### config.mk
export PLATFORM = sky130hd
export DESIGN_NAME = awsa_cfg_flat
export DESIGN_NICKNAME = d
export VERILOG_FILES = /design/src/sv/affine_warp_source_address_assert.svh /design/src/sv/awsa_pkg.sv /design/src/sv/awsa_if.sv /design/src/sv/awsa_cfg.sv /design/src/flat_wrapper.sv
export SDC_FILE = /design/constraint.sdc
export NUM_CORES = 1
export LEC_CHECK = 0
export ABC_AREA = 1
export ABC_CLOCK_PERIOD_IN_PS = 7800
export BUFFER_PORTS_ARGS = -buffer_cell sky130_fd_sc_hd__buf_4
export CAP_MARGIN = 10
export CORE_ASPECT_RATIO = 1.2
export CORE_MARGIN = 2
export CORE_UTILIZATION = 56
export CTS_BUF_LIST = sky130_fd_sc_hd__clkbuf_4
export CTS_CLUSTER_SIZE = 10
export DETAILED_ROUTE_END_ITERATION = 10
export MAX_ROUTING_LAYER = met4
export PLACE_DENSITY_LB_ADDON = 0.12
export RECOVER_POWER = 50
export SYNTH_ARGS = -nofsm -noshare
export SYNTH_HDL_FRONTEND = slang
export SYNTH_SLANG_ARGS = --single-unit
export TNS_END_PERCENT = 30
### constraint.sdc
create_clock -name i_clk -period 7.8 [get_ports i_clk]
set_clock_uncertainty 0.05 [all_clocks]
set_input_delay 1.56 -clock i_clk [delete_from_list [all_inputs] [get_ports i_clk]]
set_output_delay 1.56 -clock i_clk [all_outputs]
set_load 0.05 [all_outputs]
### src/sv/affine_warp_source_address_assert.svh
// Assertion macros used by the warp address generator top level.
`ifndef AFFINE_WARP_SOURCE_ADDRESS_ASSERT_SVH
`define AFFINE_WARP_SOURCE_ADDRESS_ASSERT_SVH
`ifndef SYNTHESIS
`define AWSA_ASSERT(label, clk, rst_n, prop) \
    label: assert property (@(posedge clk) disable iff (!rst_n) prop) \
        else $error("awsa assertion failed");
`define AWSA_ASSERT_ALWAYS(label, clk, prop) \
    label: assert property (@(posedge clk) prop) \
        else $error("awsa assertion failed");
`else
`define AWSA_ASSERT(label, clk, rst_n, prop)
`define AWSA_ASSERT_ALWAYS(label, clk, prop)
`endif
`endif

### src/sv/awsa_pkg.sv
// Types, widths, register codes and sine table for the warp address generator.
`default_nettype none
package awsa_pkg;

    localparam int COL_W   = 10;
    localparam int ROW_W   = 9;
    localparam int CFG_IW  = 3;
    localparam int CFG_DW  = 10;
    localparam int TRIG_W  = 16;
    localparam int NSTG    = 8;

    // datapath widths per stage
    localparam int W1  = 14;   // centered + translated
    localparam int WP  = 20;   // scale product
    localparam int W2  = 15;   // scaled
    localparam int WT  = 21;   // shear sum
    localparam int W3  = 15;   // sheared
    localparam int WM  = 31;   // rotation product
    localparam int WR  = 32;   // rotation sum
    localparam int W4  = 16;   // rotated
    localparam int W5  = 17;   // uncentered

    // reciprocals: n/10 = (n*RCP10)>>20, n/50 = (n*RCP50)>>25, exact over our range
    localparam int RCP10_W  = 17;
    localparam int RCP10_SH = 20;
    localparam logic [RCP10_W-1:0] RCP10 = 17'd104858;
    localparam int RCP50_W  = 20;
    localparam int RCP50_SH = 25;
    localparam logic [RCP50_W-1:0] RCP50 = 20'd671089;

    localparam logic signed [WT-1:0] SHEAR_ONE = 21'sd50;
    localparam logic signed [WR-1:0] Q14_BIAS  = 32'sd16383;
    localparam int Q14_SH = 14;

    typedef enum logic [CFG_IW-1:0] {
        REG_SHIFT_X,
        REG_SHIFT_Y,
        REG_SCALE_X,
        REG_SCALE_Y,
        REG_SHEAR_X,
        REG_SHEAR_Y,
        REG_ANGLE
    } t_reg_idx;

    typedef struct packed {
        logic signed [9:0]        shift_x;
        logic signed [6:0]        shift_y;
        logic signed [5:0]        scale_x;
        logic signed [5:0]        scale_y;
        logic [4:0]               shear_x;
        logic [4:0]               shear_y;
        logic signed [TRIG_W-1:0] sin_q;
        logic signed [TRIG_W-1:0] cos_q;
    } t_warp_cfg;

    // round(16384*sin(k deg)), k = 0..90
    localparam logic [14:0] QSIN [0:90] = '{
        15'd0,     15'd286,   15'd572,   15'd857,   15'd1143,
        15'd1428,  15'd1713,  15'd1997,  15'd2280,  15'd2563,
        15'd2845,  15'd3126,  15'd3406,  15'd3686,  15'd3964,
        15'd4240,  15'd4516,  15'd4790,  15'd5063,  15'd5334,
        15'd5604,  15'd5872,  15'd6138,  15'd6402,  15'd6664,
        15'd6924,  15'd7182,  15'd7438,  15'd7692,  15'd7943,
        15'd8192,  15'd8438,  15'd8682,  15'd8923,  15'd9162,
        15'd9397,  15'd9630,  15'd9860,  15'd10087, 15'd10311,
        15'd10531, 15'd10749, 15'd10963, 15'd11174, 15'd11381,
        15'd11585, 15'd11786, 15'd11982, 15'd12176, 15'd12365,
        15'd12551, 15'd12733, 15'd12911, 15'd13085, 15'd13255,
        15'd13421, 15'd13583, 15'd13741, 15'd13894, 15'd14044,
        15'd14189, 15'd14330, 15'd14466, 15'd14598, 15'd14726,
        15'd14849, 15'd14968, 15'd15082, 15'd15191, 15'd15296,
        15'd15396, 15'd15491, 15'd15582, 15'd15668, 15'd15749,
        15'd15826, 15'd15897, 15'd15964, 15'd16026, 15'd16083,
        15'd16135, 15'd16182, 15'd16225, 15'd16262, 15'd16294,
        15'd16322, 15'd16344, 15'd16362, 15'd16374, 15'd16382,
        15'd16384
    };

    // sine in Q2.14 for d in 0..359, folded from the quarter wave
    function automatic logic signed [TRIG_W-1:0] sin_q14(input logic [8:0] d);
        logic [8:0]  k;
        logic        neg;
        logic [14:0] mag;
        if (d <= 9'd90) begin
            k   = d;
            neg = 1'b0;
        end else if (d <= 9'd180) begin
            k   = 9'd180 - d;
            neg = 1'b0;
        end else if (d <= 9'd270) begin
            k   = d - 9'd180;
            neg = 1'b1;
        end else begin
            k   = 9'd360 - d;
            neg = 1'b1;
        end
        mag = QSIN[k[6:0]];
        return neg ? -$signed({1'b0, mag}) : $signed({1'b0, mag});
    endfunction

endpackage
`default_nettype wire

### src/sv/awsa_if.sv
// Request, response and configuration channel interfaces.
`default_nettype none


interface awsa_cfg_if;
    import awsa_pkg::*;
    logic              valid;
    logic              ready;
    logic [CFG_IW-1:0] index;
    logic [CFG_DW-1:0] data;
    modport source (output valid, index, data, input ready);
    modport sink   (input valid, index, data, output ready);
endinterface
`default_nettype wire

### src/sv/awsa_cfg.sv
// Configuration register file with registered sine and cosine of the angle.
`default_nettype none
module awsa_cfg (
    input  wire logic            i_clk,
    input  wire logic            i_rst_n,
    awsa_cfg_if.sink             i_cfg,
    output awsa_pkg::t_warp_cfg  o_cfg
);
    import awsa_pkg::*;

    logic signed [9:0]        r_shift_x;
    logic signed [6:0]        r_shift_y;
    logic signed [5:0]        r_scale_x;
    logic signed [5:0]        r_scale_y;
    logic [4:0]               r_shear_x;
    logic [4:0]               r_shear_y;
    logic [8:0]               r_angle;
    logic signed [TRIG_W-1:0] r_sin;
    logic signed [TRIG_W-1:0] r_cos;
    logic [8:0]               n_ang;
    logic [8:0]               n_cos_ang;

    assign i_cfg.ready = 1'b1;

    always_ff @(posedge i_clk) begin
        if (!i_rst_n) begin
            r_shift_x <= '0;
            r_shift_y <= '0;
            r_scale_x <= 6'sd10;
            r_scale_y <= 6'sd10;
            r_shear_x <= '0;
            r_shear_y <= '0;
            r_angle   <= '0;
        end else if (i_cfg.valid) begin
            case (t_reg_idx'(i_cfg.index))
                REG_SHIFT_X: begin
                    r_shift_x <= $signed(i_cfg.data[9:0]);
                end
                REG_SHIFT_Y: begin
                    r_shift_y <= $signed(i_cfg.data[6:0]);
                end
                REG_SCALE_X: begin
                    r_scale_x <= $signed(i_cfg.data[5:0]);
                end
                REG_SCALE_Y: begin
                    r_scale_y <= $signed(i_cfg.data[5:0]);
                end
                REG_SHEAR_X: begin
                    r_shear_x <= i_cfg.data[4:0];
                end
                REG_SHEAR_Y: begin
                    r_shear_y <= i_cfg.data[4:0];
                end
                REG_ANGLE: begin
                    r_angle <= i_cfg.data[8:0];
                end
                default: begin
                end
            endcase
        end
    end

    // angle mod 360, cosine as sine of angle + 90
    always_comb begin
        n_ang     = (r_angle >= 9'd360) ? r_angle - 9'd360 : r_angle;
        n_cos_ang = n_ang + 9'd90;
        if (n_cos_ang >= 9'd360) begin
            n_cos_ang = n_cos_ang - 9'd360;
        end
    end

    always_ff @(posedge i_clk) begin
        if (!i_rst_n) begin
            r_sin <= '0;
            r_cos <= 16'sd16384;
        end else begin
            r_sin <= sin_q14(n_ang);
            r_cos <= sin_q14(n_cos_ang);
        end
    end

    always_comb begin
        o_cfg.shift_x = r_shift_x;
        o_cfg.shift_y = r_shift_y;
        o_cfg.scale_x = r_scale_x;
        o_cfg.scale_y = r_scale_y;
        o_cfg.shear_x = r_shear_x;
        o_cfg.shear_y = r_shear_y;
        o_cfg.sin_q   = r_sin;
        o_cfg.cos_q   = r_cos;
    end

endmodule
`default_nettype wire

### src/flat_wrapper.sv
// flat-port wrapper written by rule: the top's interface ports become plain ports
module awsa_cfg_flat import awsa_pkg::*;
  (i_clk, i_rst_n, o_cfg, i_cfg_valid, i_cfg_index, i_cfg_data, i_cfg_ready);
  awsa_cfg_if i_cfg_i ();
  input  wire logic i_clk;
  input  wire logic i_rst_n;
  output awsa_pkg::t_warp_cfg o_cfg;
  input wire logic [$bits(i_cfg_i.valid)-1:0] i_cfg_valid;
  input wire logic [$bits(i_cfg_i.index)-1:0] i_cfg_index;
  input wire logic [$bits(i_cfg_i.data)-1:0] i_cfg_data;
  output wire logic [$bits(i_cfg_i.ready)-1:0] i_cfg_ready;
  assign i_cfg_i.valid = i_cfg_valid;
  assign i_cfg_i.index = i_cfg_index;
  assign i_cfg_i.data = i_cfg_data;
  assign i_cfg_ready = i_cfg_i.ready;
  awsa_cfg u_core (.i_clk(i_clk), .i_rst_n(i_rst_n), .i_cfg(i_cfg_i), .o_cfg(o_cfg));
endmodule
# Word-level counts from Yosys, hierarchy flattened
# Memory sizes are Yosys's and may differ from the RTL's.
# Index checks and enable logic that the tools add are counted.
# totals
reg_bits	80
romBits	3840
in_bits	16
out_inout_bits	72
word_cells	74
mem_count	2
# mem_list
name	depth	word_bits	rd	rd_ports_with_merged_regs	write_ports	line_no	text
(no name shown)	128	15	1	0	0	awsa_pkg.sv:97	mag = QSIN[k[6:0]];
(no name shown)	128	15	1	0	0	awsa_pkg.sv:97	
# classes
add_sub_neg	11
order_cmp	10
n_eq_ne	6
mux	22
n_bitwise	2
n_reduce_logical	10
# op_table
operator	count
15-bit 2-to-1 mux	6
7-bit 2-to-1 mux	8
15-bit negation with 16-bit output	2
9-bit >= comparator, second input constant	2
9-bit by 7-bit less-or-equal comparator with 1-bit output, second input constant	2
9-bit by 8-bit less-or-equal comparator with 1-bit output, second input constant	2
9-bit less-or-equal comparator, second input constant	2
9-bit 2-to-1 mux	2
2-bit AND reduction	9
9-bit subtractor, second input constant	2
8-bit >= comparator, second input constant	2
7-bit inverter with 8-bit output	2
6-bit by 7-bit subtractor with 7-bit output, first input constant	2
7-bit by 6-bit subtractor with 7-bit output, second input constant	2
7-bit subtractor, first input constant	2
9-bit by 7-bit adder with 9-bit output, second input constant	1
3-bit equality test, second input constant	3
3-bit by 2-bit equality test with 1-bit output, second input constant	2
1-bit 2-to-1 mux	6
3-bit by 1-bit equality test with 1-bit output, second input constant	1
3-bit logical NOT	1

# Logic depth before layout (Yosys ltp)
# Gate-level depths: netlist (run 1).
# logic_depth
ltp_word	16
mapped_depth	49
mapped_depth_nobuf	49

# Least setup slack after synthesis (run 1)
# Ideal clock, no wire load.
# synth_timing
path_kind	flip-flop to flip-flop
startpoint	register u_core.r_angle[3]
endpoint	register u_core.r_cos[12]
setup_time_ns	0.115
t_arrival_ns	4.866
slack_ns	2.769
stages_incl_launch_ff	46
path_buffers	1
synth_period_minus_slack_ns	5.031
path_cell_list	dfxtp_1 inv_1 ha_1 inv_1 nand3_1 nand2_2 inv_1 o21ai_0 nand2_1 ha_1 nand2_1 nand3_1 nand2_1 nand2_2 ha_1 nor2_2 nand2_2 nand2_1 [... 10 more ...] nand2_2 inv_2 ha_1 nand3_1 inv_1 nand2_1 nand3_1 nand3_1 nand3_1 nand2_1 ha_1 nand3_1 nor2_1 nand3_1 nand2_1 nand3_1 nand2_1 nor2_1
# synth_via
elab_chain_len	16
# synth_rtl
item	line_no	text
start, declared	awsa_cfg.sv:17	logic [8:0] r_angle;
start signal, assigned	awsa_cfg.sv:55	r_angle <= i_cfg.data[8:0];
9-bit subtractor or 9-bit >= comparator (tied branches)	awsa_cfg.sv:65	n_ang = (r_angle >= 9'd360) ? r_angle - 9'd360 : r_angle;
9-bit 2-to-1 mux (*)	awsa_cfg.sv:65	
9-bit by 7-bit adder with 9-bit output (*)	awsa_cfg.sv:66	n_cos_ang = n_ang + 9'd90;
9-bit subtractor or 9-bit >= comparator (tied branches)	awsa_cfg.sv:68, awsa_cfg.sv:67	
9-bit 2-to-1 mux (*)	awsa_cfg.sv:67	if (n_cos_ang >= 9'd360) begin
9-bit less-or-equal comparator, or another cell as far along	awsa_pkg.sv:90	end else if (d <= 9'd270) begin
7-bit 2-to-1 mux	awsa_pkg.sv:90	
7-bit 2-to-1 mux	awsa_pkg.sv:87	end else if (d <= 9'd180) begin
7-bit 2-to-1 mux	awsa_pkg.sv:84	if (d <= 9'd90) begin
7-bit 2-to-1 mux	awsa_cfg.sv:73	if (!i_rst_n) begin
7-bit inverter with 8-bit output (not written as such)	awsa_pkg.sv:97	
memory read 128 x 15 bit	n/a	
15-bit 2-to-1 mux (not written as such) (2 in a row)	awsa_pkg.sv:97	
15-bit negation with 16-bit output	awsa_pkg.sv:98	return neg ? -$signed({1'b0, mag}) : $signed({1'b0, mag});
15-bit 2-to-1 mux (*)	awsa_pkg.sv:98	
end signal, assigned	awsa_cfg.sv:78	r_cos <= sin_q14(n_cos_ang);
end, declared	awsa_cfg.sv:19	logic signed [TRIG_W-1:0] r_cos;
# Every way passes the cells marked *; elsewhere a longest branch is shown, timed or not. The select of a mux whose other input is x is not followed.
# A chain may end at the register's enable or synchronous reset.

# Worst setup path in the final report (run 1)
# layout_timing
startpoint	register u_core.r_angle[0]
endpoint	register u_core.r_cos[13]
# The elaborated chain is that of the path after synthesis.

==> results of run 1 <==
-- worst paths after layout --
check | start | endpoint
setup reg to reg | u_core.r_angle[0] | u_core.r_cos[13]
hold / removal | u_core.r_scale_y[3] | u_core.r_scale_y[3]
hold reg to reg | u_core.r_scale_y[3] | u_core.r_scale_y[3]
setup / recovery | u_core.r_angle[0] | u_core.r_cos[13]
-- cell families after synthesis --
family	synth area share, %
other	0.0445
adder cells (fa/ha/maj)	5.43
flip-flops	19.0
multiplexers	0.119
AND/OR/NAND/NOR	45.6
buffers and inverters	10.5
XOR/XNOR	0.816
AO/OA/AOI/OAI	18.5
-- critical path, delay by kind of cell, from the launching register on --
family,cells,cell delay (ns)
compound gates,2,0.36
fa+ha+maj,3,0.74
buf+inv,1,0.13
flops,1,1.01
simple gates,34,4.45
-- Yosys cell counts (6+ instances only) --
cell and n:
nand2_1 382, nor2_1 196, nand3_1 194, inv_1 132, o21ai_0 108, a21oi_1 84
dfxtp_1 80, nand2_2 40, ha_1 35, buf_2 22, o21ai_1 17, clkbuf_1 16
nor3_1 13, nand3_2 12, o211ai_1 11, inv_2 10, nor2_2 10, buf_4 9
buf_6 7, nand2_4 7, o221ai_1 7, a31oi_1 6
-- metrics by stage --
step / cell area, um^2 / total power, mW / std cells / setup WS, ns / hold slack [ns]
2_1_floorplan: 8430 / 1.46 / 1464 / 2.77 / 0.439
3_3_place_gp: 9090 / 1.78 / 1710 / 1.40 / 0.395
3_5_place_dp: 9090 / 1.77 / 1710 / 1.24 / 0.394
4_1_cts: 9260 / 2.06 / 1726 / 1.21 / 0.430
5_1_grt: 9100 / 2.22 / 1726 / 0.466 / 0.456
6_report: 9100 / 2.07 / 1726 / 0.933 / 0.431
-- area by class of cell --
class	count	area [um^2]
sequential	80	1600
timing repair buffer	100	597
multi-input combinational	1182	5940
fill	1535	5730
tap	204	255
clock inverter	7	101
inverter	144	541
clock buffer	9	67.6
-- per-layer routing --
layer  routed length [um]  share of wire, %
met1                11300                38
met2                13900                47
met3                 2610               8.8
met4                 2010               6.7
met5                    0                 0
-- power groups by stage --
stage | clock, mW | sequential [mW] | combinational [mW]
after detailed placement | 0 | 0.483 | 1.29
final | 0.287 | 0.474 | 1.31
after global routing | 0.310 | 0.478 | 1.43
after CTS | 0.292 | 0.475 | 1.29
after floorplan | 0 | 0.638 | 0.821
after global placement | 0 | 0.483 | 1.29
-- registers in the layout, indices dropped and copies added (netlist names) --
register and cells:
u_core.r_angle 9, u_core.r_cos 16, u_core.r_scale_x 6, u_core.r_scale_y 6
u_core.r_shear_x 5, u_core.r_shear_y 5, u_core.r_shift_x 10, u_core.r_shift_y 7
u_core.r_sin 16
==> summary.txt, run 1 <==
Clocking
  – CTS tree: yes
  – Post-CTS setup buffer count: 0
  – Clk slew on worst S/H paths: 0.15 ns
  – Clock latency on the worst-skew pair: 0.42 ns
  – Total CTS buffers: 9
  – Post_cts resized: 0
  – Clk root buf: clkbuf_4
  – CTS Sinks: 80
  – H-tree Lvls: 3
  – CTS Buffer Depth: 2
  – Cts hold-fix bufs: 0

Die
  – Die span in y: 138 um
  – Die area: 16,100 um^2
  – Placement Rows: 49
  – Chip Width: 116 um
  – Core footprint: 14,800 um^2
  – Io pins: 88
  – Initial Util: 56.8%

Global routing
  – Remaining global-route overflow: 0
  – Vias in the first global route: 9,393
  – Most Crowded Layer GR: met2
  – Initial antenna violation count: 0
  – GR met3 Demand/Resource: 11.5%
  – Total track usage: 38.5%
  – Met2 GRT Util: 60.1%
  – Largest net degree at the start of global routing: 77
  – First-pass GRT wire length: 47,900 um
  – Met1 Use GR: 43.0%

Critical path
  – CP most frequent cell: nand2_1
  – Crit-path max FO: 20
  – Max stage delay on crit path: 1.01 ns
  – Worst path slowest cell: dfxtp_1
  – Worst r2r path cells: 40
  – Crit end category: flop
  – Arr. time, crit path: 7.16 ns
  – Startpoint types: flop
  – Critical setup path kind: flop to flop
  – Required time worst endpoint: 8.09 ns
  – Reg2Reg Setup Slack: 0.93 ns

STA
  – Max-slew headroom: 32.2%
  – Max Transition Viols Final: 0
  – Final hold violations: 0
  – Setup TNS: 0 ns
  – Least-Margin Pin Slew: 1.02 ns
  – RSZ-0062 raised after global routing: false
  – Final setup violation count: 0
  – Tmin final: 6.87 ns
  – Final Cycle Share: 88.0%
  – Fmax: 146 MHz

Pwr
  – Maximum VDD drop: 0.000159 V
  – Cell area power density: 228 nW/um^2
  – Clk pwr share: 13.9%
  – Switching Fraction: 55.0%
  – Lkg Pwr: 4.58 nW
  – Flop pwr share: 22.9%
  – P_int: 933 uW
  – Combinational group share of total power: 63.3%
  – Switching power: 1.14 mW

Yosys
  – Register area share after synthesis: 19.0%
  – Area share of the largest cell type after synthesis: 19.0%
  – Cells after Synth: 1,464
  – Syn. warnings: 0
  – Post-synth EDFFs: 0
  – Top cells by area, synth: dfxtp_1 19%, nand2_1 17%, nand3_1 12%, nor2_1 8.7%, o21ai_0 6.4%
  – Syn Nets: 1,516
  – Synth Flop Type: dfxtp_1
  – Mapped cell area: 8430 um^2
  – Unique masters post-synth: 55
  – Synthesis-stage register bit count: 80
  – Syn_area_per_cell: 5.76 um^2
  – Yosys top cell by area: dfxtp_1
  – Async SR Flop Fraction: 0%

Finish
  – Total Nets Final: 1,569
  – Area delta synth->final: 7.98%
  – Most common cell after layout, fill and taps aside: nand2_1
  – Share of layout cells above drive strength 1: 11.2%
  – Final core utilization: 61.4%
  – # diodes: 0
  – Most frequent cells in the layout: 382 x nand2_1, 196 x nor2_1, 194 x nand3_1

Place
  – Port bufs: 86
  – GPL Wtd Cong: 1.10
  – Final HPWL from detailed placement: 21,700 um

Detailed routing
  – Routed vias: 10,200
  – Total wire length: 29,800 um
  – WL per Instance: 17.3 um
  – Initial drt markers: 1,059
  – DR vias/cell: 5.91
  – Routed Antenna Nets: 0
  – TritonRoute pass-1 iters: 6
  – DRC: 0

Hold path
  – Hold Crit Class: flop to flop
  – Hold path cells: 2

Run status
  – Status: finished, final reports clean

Run
  – Max-Cap Viols: 0
Note: power is estimated with default switching activity, not from simulation.
==> run 2: changes to the inputs <==
--- a/config.mk
+++ b/config.mk
@@ -6,7 +6,7 @@
 export NUM_CORES = 1
 export LEC_CHECK = 0
 export ABC_AREA = 1
-export ABC_CLOCK_PERIOD_IN_PS = 7800
+export ABC_CLOCK_PERIOD_IN_PS = 6400
 export BUFFER_PORTS_ARGS = -buffer_cell sky130_fd_sc_hd__buf_4
 export CAP_MARGIN = 10
 export CORE_ASPECT_RATIO = 1.2
@@ -15,6 +15,7 @@
 export CTS_BUF_LIST = sky130_fd_sc_hd__clkbuf_4
 export CTS_CLUSTER_SIZE = 10
 export DETAILED_ROUTE_END_ITERATION = 10
+export HOLD_SLACK_MARGIN = 0.08
 export MAX_ROUTING_LAYER = met4
 export PLACE_DENSITY_LB_ADDON = 0.12
 export RECOVER_POWER = 50
==> constraint.sdc (replaced) <==
create_clock -name i_clk -period 6.4 [get_ports i_clk]
set_clock_uncertainty 0.05 [all_clocks]
set_input_delay 1.28 -clock i_clk [delete_from_list [all_inputs] [get_ports i_clk]]
set_output_delay 1.28 -clock i_clk [all_outputs]
set_load 0.05 [all_outputs]
==> summary.txt, run 2 (synthesis gave the netlist of run 1 again) <==
Finish
  – Most common cell after layout, fill and taps aside: nand2_1
  – Area delta synth->final: 9.50%
  – FF/Latch Area: 1600 um^2
  – Most frequent cells in the layout: 381 x nand2_1, 195 x nor2_1, 192 x nand3_1
  – # diodes: 0
  – Finished Layout Cells: 1,734
  – Final core utilization: 62.2%
  – Largest regs: u_core.r_cos x16, u_core.r_sin x16, u_core.r_shift_x x10
  – Total Nets Final: 1,577
  – Multi-input gate area: 5990 um^2
  – Filler Cells Inserted: 1,528
  – Share of layout cells above drive strength 1: 12.2%

Run
  – Max-Cap Viols: 0

Clocking
  – H-tree Lvls: 3
  – CTS Buffer Depth: 2
  – CTS Sinks: 80
  – Clk root buf: clkbuf_4
  – Total CTS buffers: 9
  – CTS tree: yes
  – Cts hold-fix bufs: 0
  – Clk slew on worst S/H paths: 0.14 ns
  – Clock latency on the worst-skew pair: 0.42 ns

Global routing
  – First-pass GRT wire length: 49,200 um
  – Largest net degree at the start of global routing: 77
  – Vias in the first global route: 9,612
  – Initial antenna violation count: 0
  – Remaining global-route overflow: 0
  – Total track usage: 39.3%

STA
  – Final hold violations: 0
  – Final Cycle Share: 93.3%
  – Least-Margin Pin Slew: 0.692 ns
  – Final setup violation count: 0
  – Tmin final: 5.97 ns
  – Fmax: 168 MHz
  – Hold slack final: 0.437 ns
  – Max Transition Viols Final: 0
  – Max-slew headroom: 53.7%

Critical path
  – Crit-path max FO: 9
  – Worst r2r path cells: 43
  – Reg2Reg Setup Slack: 0.43 ns
  – Required time worst endpoint: 6.69 ns
  – Arr. time, crit path: 6.26 ns
  – Critical setup path kind: flop to flop
  – Startpoint types: flop
  – Worst path slowest cell: dfxtp_2
  – Max stage delay on crit path: 0.39 ns
  – CP most frequent cell: nand2_1
  – Crit end category: flop

Pwr
  – Switching power: 1.40 mW
  – Power, Total: 2.55 mW
  – Flop pwr share: 22.7%
  – Clk pwr share: 13.6%
  – Switching Fraction: 54.7%
  – Lkg Pwr: 4.63 nW
  – Cell area power density: 277 nW/um^2
  – Combinational group share of total power: 63.7%
  – Maximum VDD drop: 0.000178 V
  – P_int: 1.16 mW

Die
  – Initial Util: 56.8%
  – Core footprint: 14,800 um^2
  – Placement Rows: 49
  – Chip Width: 116 um
  – Die span in y: 138 um
  – Die area: 16,100 um^2
  – Io pins: 88

Place
  – Final HPWL from detailed placement: 22,100 um
  – Dpl cells: 1,715
  – Port bufs: 86
  – GPL Wtd Cong: 1.06

Detailed routing
  – Initial drt markers: 1,096
  – Routed Antenna Nets: 0
  – DR vias/cell: 5.92
  – DRC: 0
  – Routed vias: 10,300
  – TritonRoute pass-1 iters: 6
  – WL per Instance: 17.4 um
  – Total wire length: 30,100 um

Run status
  – Status: finished, final reports clean

Hold path
  – Hold Crit Class: flop to flop
  – Hold path cells: 2
run 2: worst paths after layout:
| path | startpoint | to |
|---|---|---|
| setup / recovery | u_core.r_angle[3] | u_core.r_cos[9] |
| hold / removal | u_core.r_scale_y[3] | u_core.r_scale_y[3] |
| setup reg to reg | u_core.r_angle[3] | u_core.r_cos[9] |
| hold reg to reg | u_core.r_scale_y[3] | u_core.r_scale_y[3] |
run 2: timing repair:
| action | in CTS | in global routing |
|---|---|---|
| gates resized for setup | 0 | 14 |
| endpoints found under the setup margin | 0 | 16 |
| setup buffers | 0 | 3 |
run 2: worst max-delay path, delay by kind of cell (launching register included):
| family | cells | cell delay (ns) |
|---|---|---|
| flip-flops | 1 | 0.39 |
| AND/OR/NAND/NOR | 30 | 3.46 |
| buffers and inverters | 6 | 0.70 |
| adder cells (fa/ha/maj) | 4 | 0.93 |
| AO/OA/AOI/OAI | 3 | 0.35 |
run 2: area by class of cell:
type	count	area share [%]
Inverter	144	5.91
Tap cell	204	2.76
Clock buffer	9	0.732
Clock inverter	7	1.10
Sequential cell	80	17.4
Timing Repair Buffer	108	7.24
Multi-Input combinational cell	1182	64.9
run 2: power by group through the flow:
| stage | registers [mW] | logic, mW | clock network [mW] |
|---|---|---|---|
| 2_1_floorplan | 0.777 | 1.00 | 0 |
| 3_3_place_gp | 0.591 | 1.58 | 0 |
| 3_5_place_dp | 0.589 | 1.58 | 0 |
| 4_1_cts | 0.580 | 1.58 | 0.356 |
| 5_1_grt | 0.584 | 1.77 | 0.377 |
| 6_report | 0.579 | 1.63 | 0.347 |
run 2: routing by layer:
metal	global-route usage [%]	vias to the layer above	part of all wire, %	wire length [um]
met5	-	-	0	0
met1	44.6	4608	37	11100
met2	62.5	564	48	14500
met4	23.2	0	7.0	2120
li1	-	4941	-	-
met3	8.86	160	8.1	2450
run 2: stage by stage:
step | TNS, ns | setup WS (ns) | instance area (um^2)
5_1_grt | -0.0553 | -0.0346 | 9230
4_1_cts | 0 | 0.291 | 9300
3_3_place_gp | 0 | 0.514 | 9130
2_1_floorplan | 0 | 1.37 | 8430
6_report | 0 | 0.430 | 9230
3_5_place_dp | 0 | 0.335 | 9130
==> run 3: changes to the inputs <==
--- a/config.mk
+++ b/config.mk
@@ -11,13 +11,13 @@
 export CAP_MARGIN = 10
 export CORE_ASPECT_RATIO = 1.2
 export CORE_MARGIN = 2
-export CORE_UTILIZATION = 56
+export CORE_UTILIZATION = 40
 export CTS_BUF_LIST = sky130_fd_sc_hd__clkbuf_4
-export CTS_CLUSTER_SIZE = 10
+export CTS_CLUSTER_SIZE = 8
 export DETAILED_ROUTE_END_ITERATION = 10
 export HOLD_SLACK_MARGIN = 0.08
 export MAX_ROUTING_LAYER = met4
-export PLACE_DENSITY_LB_ADDON = 0.12
+export PLACE_DENSITY = 0.66
 export RECOVER_POWER = 50
 export SYNTH_ARGS = -nofsm -noshare
 export SYNTH_HDL_FRONTEND = slang
==> summary.txt, run 3 (synthesis gave the netlist of run 1 again) <==
Run status
  – Status: finished, final reports clean

Place
  – Placement-stage cell area: 9250 um^2
  – GPL Wtd Cong: 1.00
  – Final HPWL from detailed placement: 23,100 um
  – Port bufs: 86

Pwr
  – Lkg Pwr: 4.65 nW
  – Cell area power density: 267 nW/um^2
  – Maximum VDD drop: 0.000147 V

Global routing
  – Vias in the first global route: 9,418
  – Total track usage: 28.4%
  – Remaining global-route overflow: 0
  – Largest net degree at the start of global routing: 77
  – Initial antenna violation count: 0
  – First-pass GRT wire length: 49,300 um

Critical path
  – Crit-path max FO: 12
  – Worst r2r path cells: 45
  – Max stage delay on crit path: 0.40 ns
  – Required time worst endpoint: 6.74 ns
  – Worst path slowest cell: dfxtp_2
  – Startpoint types: flop
  – Critical setup path kind: flop to flop
  – Crit path buf inv count: 5
  – CP top delay family: simple AND/OR/NAND/NOR gates
  – CP most frequent cell: nand2_1
  – Crit end category: flop
  – Arr. time, crit path: 6.22 ns
  – CP Depth: 45

Clocking
  – Clk slew on worst S/H paths: 0.17 ns
  – CTS Buffer Depth: 2
  – Total CTS buffers: 9
  – CTS tree: yes
  – CTS Sinks: 80
  – Clk root buf: clkbuf_4
  – H-tree Lvls: 3
  – Cts hold-fix bufs: 0
  – Clock latency on the worst-skew pair: 0.44 ns

Finish
  – Total Nets Final: 1,583
  – Largest regs: u_core.r_cos x16, u_core.r_sin x16, u_core.r_shift_x x10
  – Area delta synth->final: 10.3%
  – Most frequent cells in the layout: 380 x nand2_1, 195 x nor2_1, 193 x nand3_1
  – Cell area after layout: 9300 um^2
  – Most common cell after layout, fill and taps aside: nand2_1
  – Share of layout cells above drive strength 1: 12.5%
  – # diodes: 0

Die
  – Die area: 22,300 um^2
  – Io pins: 88
  – Initial Util: 40.5%
  – Chip Width: 137 um
  – Core footprint: 20,800 um^2
  – Die span in y: 163 um
  – Placement Rows: 58

Detailed routing
  – Initial drt markers: 949
  – DR vias/cell: 5.59
  – TritonRoute pass-1 iters: 5
  – DRC: 0
  – Total wire length: 30,800 um
  – WL per Instance: 17.0 um
  – Routed Antenna Nets: 0
  – Routed vias: 10,100

STA
  – Least-Margin Pin Slew: 0.670 ns
  – Fmax: 170 MHz
  – Tmin final: 5.88 ns
  – Max-slew headroom: 55.4%
  – Setup TNS: 0 ns
  – Final setup violation count: 0
  – Final Cycle Share: 91.9%
  – Final hold violations: 0
  – Max Transition Viols Final: 0

Run
  – Max-Cap Viols: 0

Hold path
  – Hold Crit Class: flop to flop
  – Hold path cells: 2
run 3: metal layers:
metal | vias up | part of all wire [%] | GRT usage, %
met5 | - | 0 | -
met4 | 0 | 4.6 | 12.8
met3 | 93 | 6.2 | 3.85
met2 | 458 | 48 | 46.9
met1 | 4594 | 41 | 34.3
li1 | 4954 | - | -
run 3: area by class of cell:
cell class | instances | area [um^2]
Sequential cell | 80 | 1600
Clock buffer | 9 | 67.6
Multi-Input combinational cell | 1182 | 5960
Tap cell | 270 | 338
Inverter | 144 | 541
Fill cell | 2302 | 11500
Clock inverter | 7 | 72.6
Timing Repair Buffer | 114 | 717
run 3: per-stage QoR:
| stage | hold slack [ns] | instances | worst slack (ns) | power, mW | utilization, % |
|---|---|---|---|---|---|
| 2_1_floorplan | 0.439 | 1464 | 1.37 | 1.78 | - |
| 3_3_place_gp | 0.400 | 1787 | 0.493 | 2.21 | 44.4 |
| 3_5_place_dp | 0.399 | 1787 | 0.388 | 2.19 | 44.4 |
| 4_1_cts | 0.441 | 1803 | 0.342 | 2.50 | 45.1 |
| 5_1_grt | 0.461 | 1806 | -0.00620 | 2.68 | 44.6 |
| 6_report | 0.434 | 1806 | 0.519 | 2.49 | 44.6 |
run 3: report_power, final:
part / switching [mW] / total (mW) / internal [mW]
Combinational: 1.17 / 1.60 / 0.434
Clock: 0.212 / 0.304 / 0.0918
Sequential: 0.0234 / 0.578 / 0.555
Total: 1.40 / 2.49 / 1.08
run 3: path summary, 6_finish.rpt:
path / startpoint / endpoint / slack (ns)
worst max-delay path: u_core.r_angle[3] / u_core.r_cos[10] / 0.52
worst min-delay path: u_core.r_scale_x[3] / u_core.r_scale_x[3] / 0.43
worst max register to register: u_core.r_angle[3] / u_core.r_cos[10] / 0.52
worst min register to register: u_core.r_scale_x[3] / u_core.r_scale_x[3] / 0.43
run 3: worst register-to-register path, delay by kind of cell, from the launching register on:
family	cells	cell delay, ns
and+or+nand+nor	33	3.61
DFF	1	0.40
AOI/OAI and AO/OA	2	0.28
buffers and inverters	5	0.40
adders and majority gates	5	1.12
run 3: timing repair:
action / CTS / global route
hold endpoints to repair: 0 / 0
endpoints found under the setup margin: 0 / 14
buffers inserted: 0 / 3
resized for setup: 0 / 8
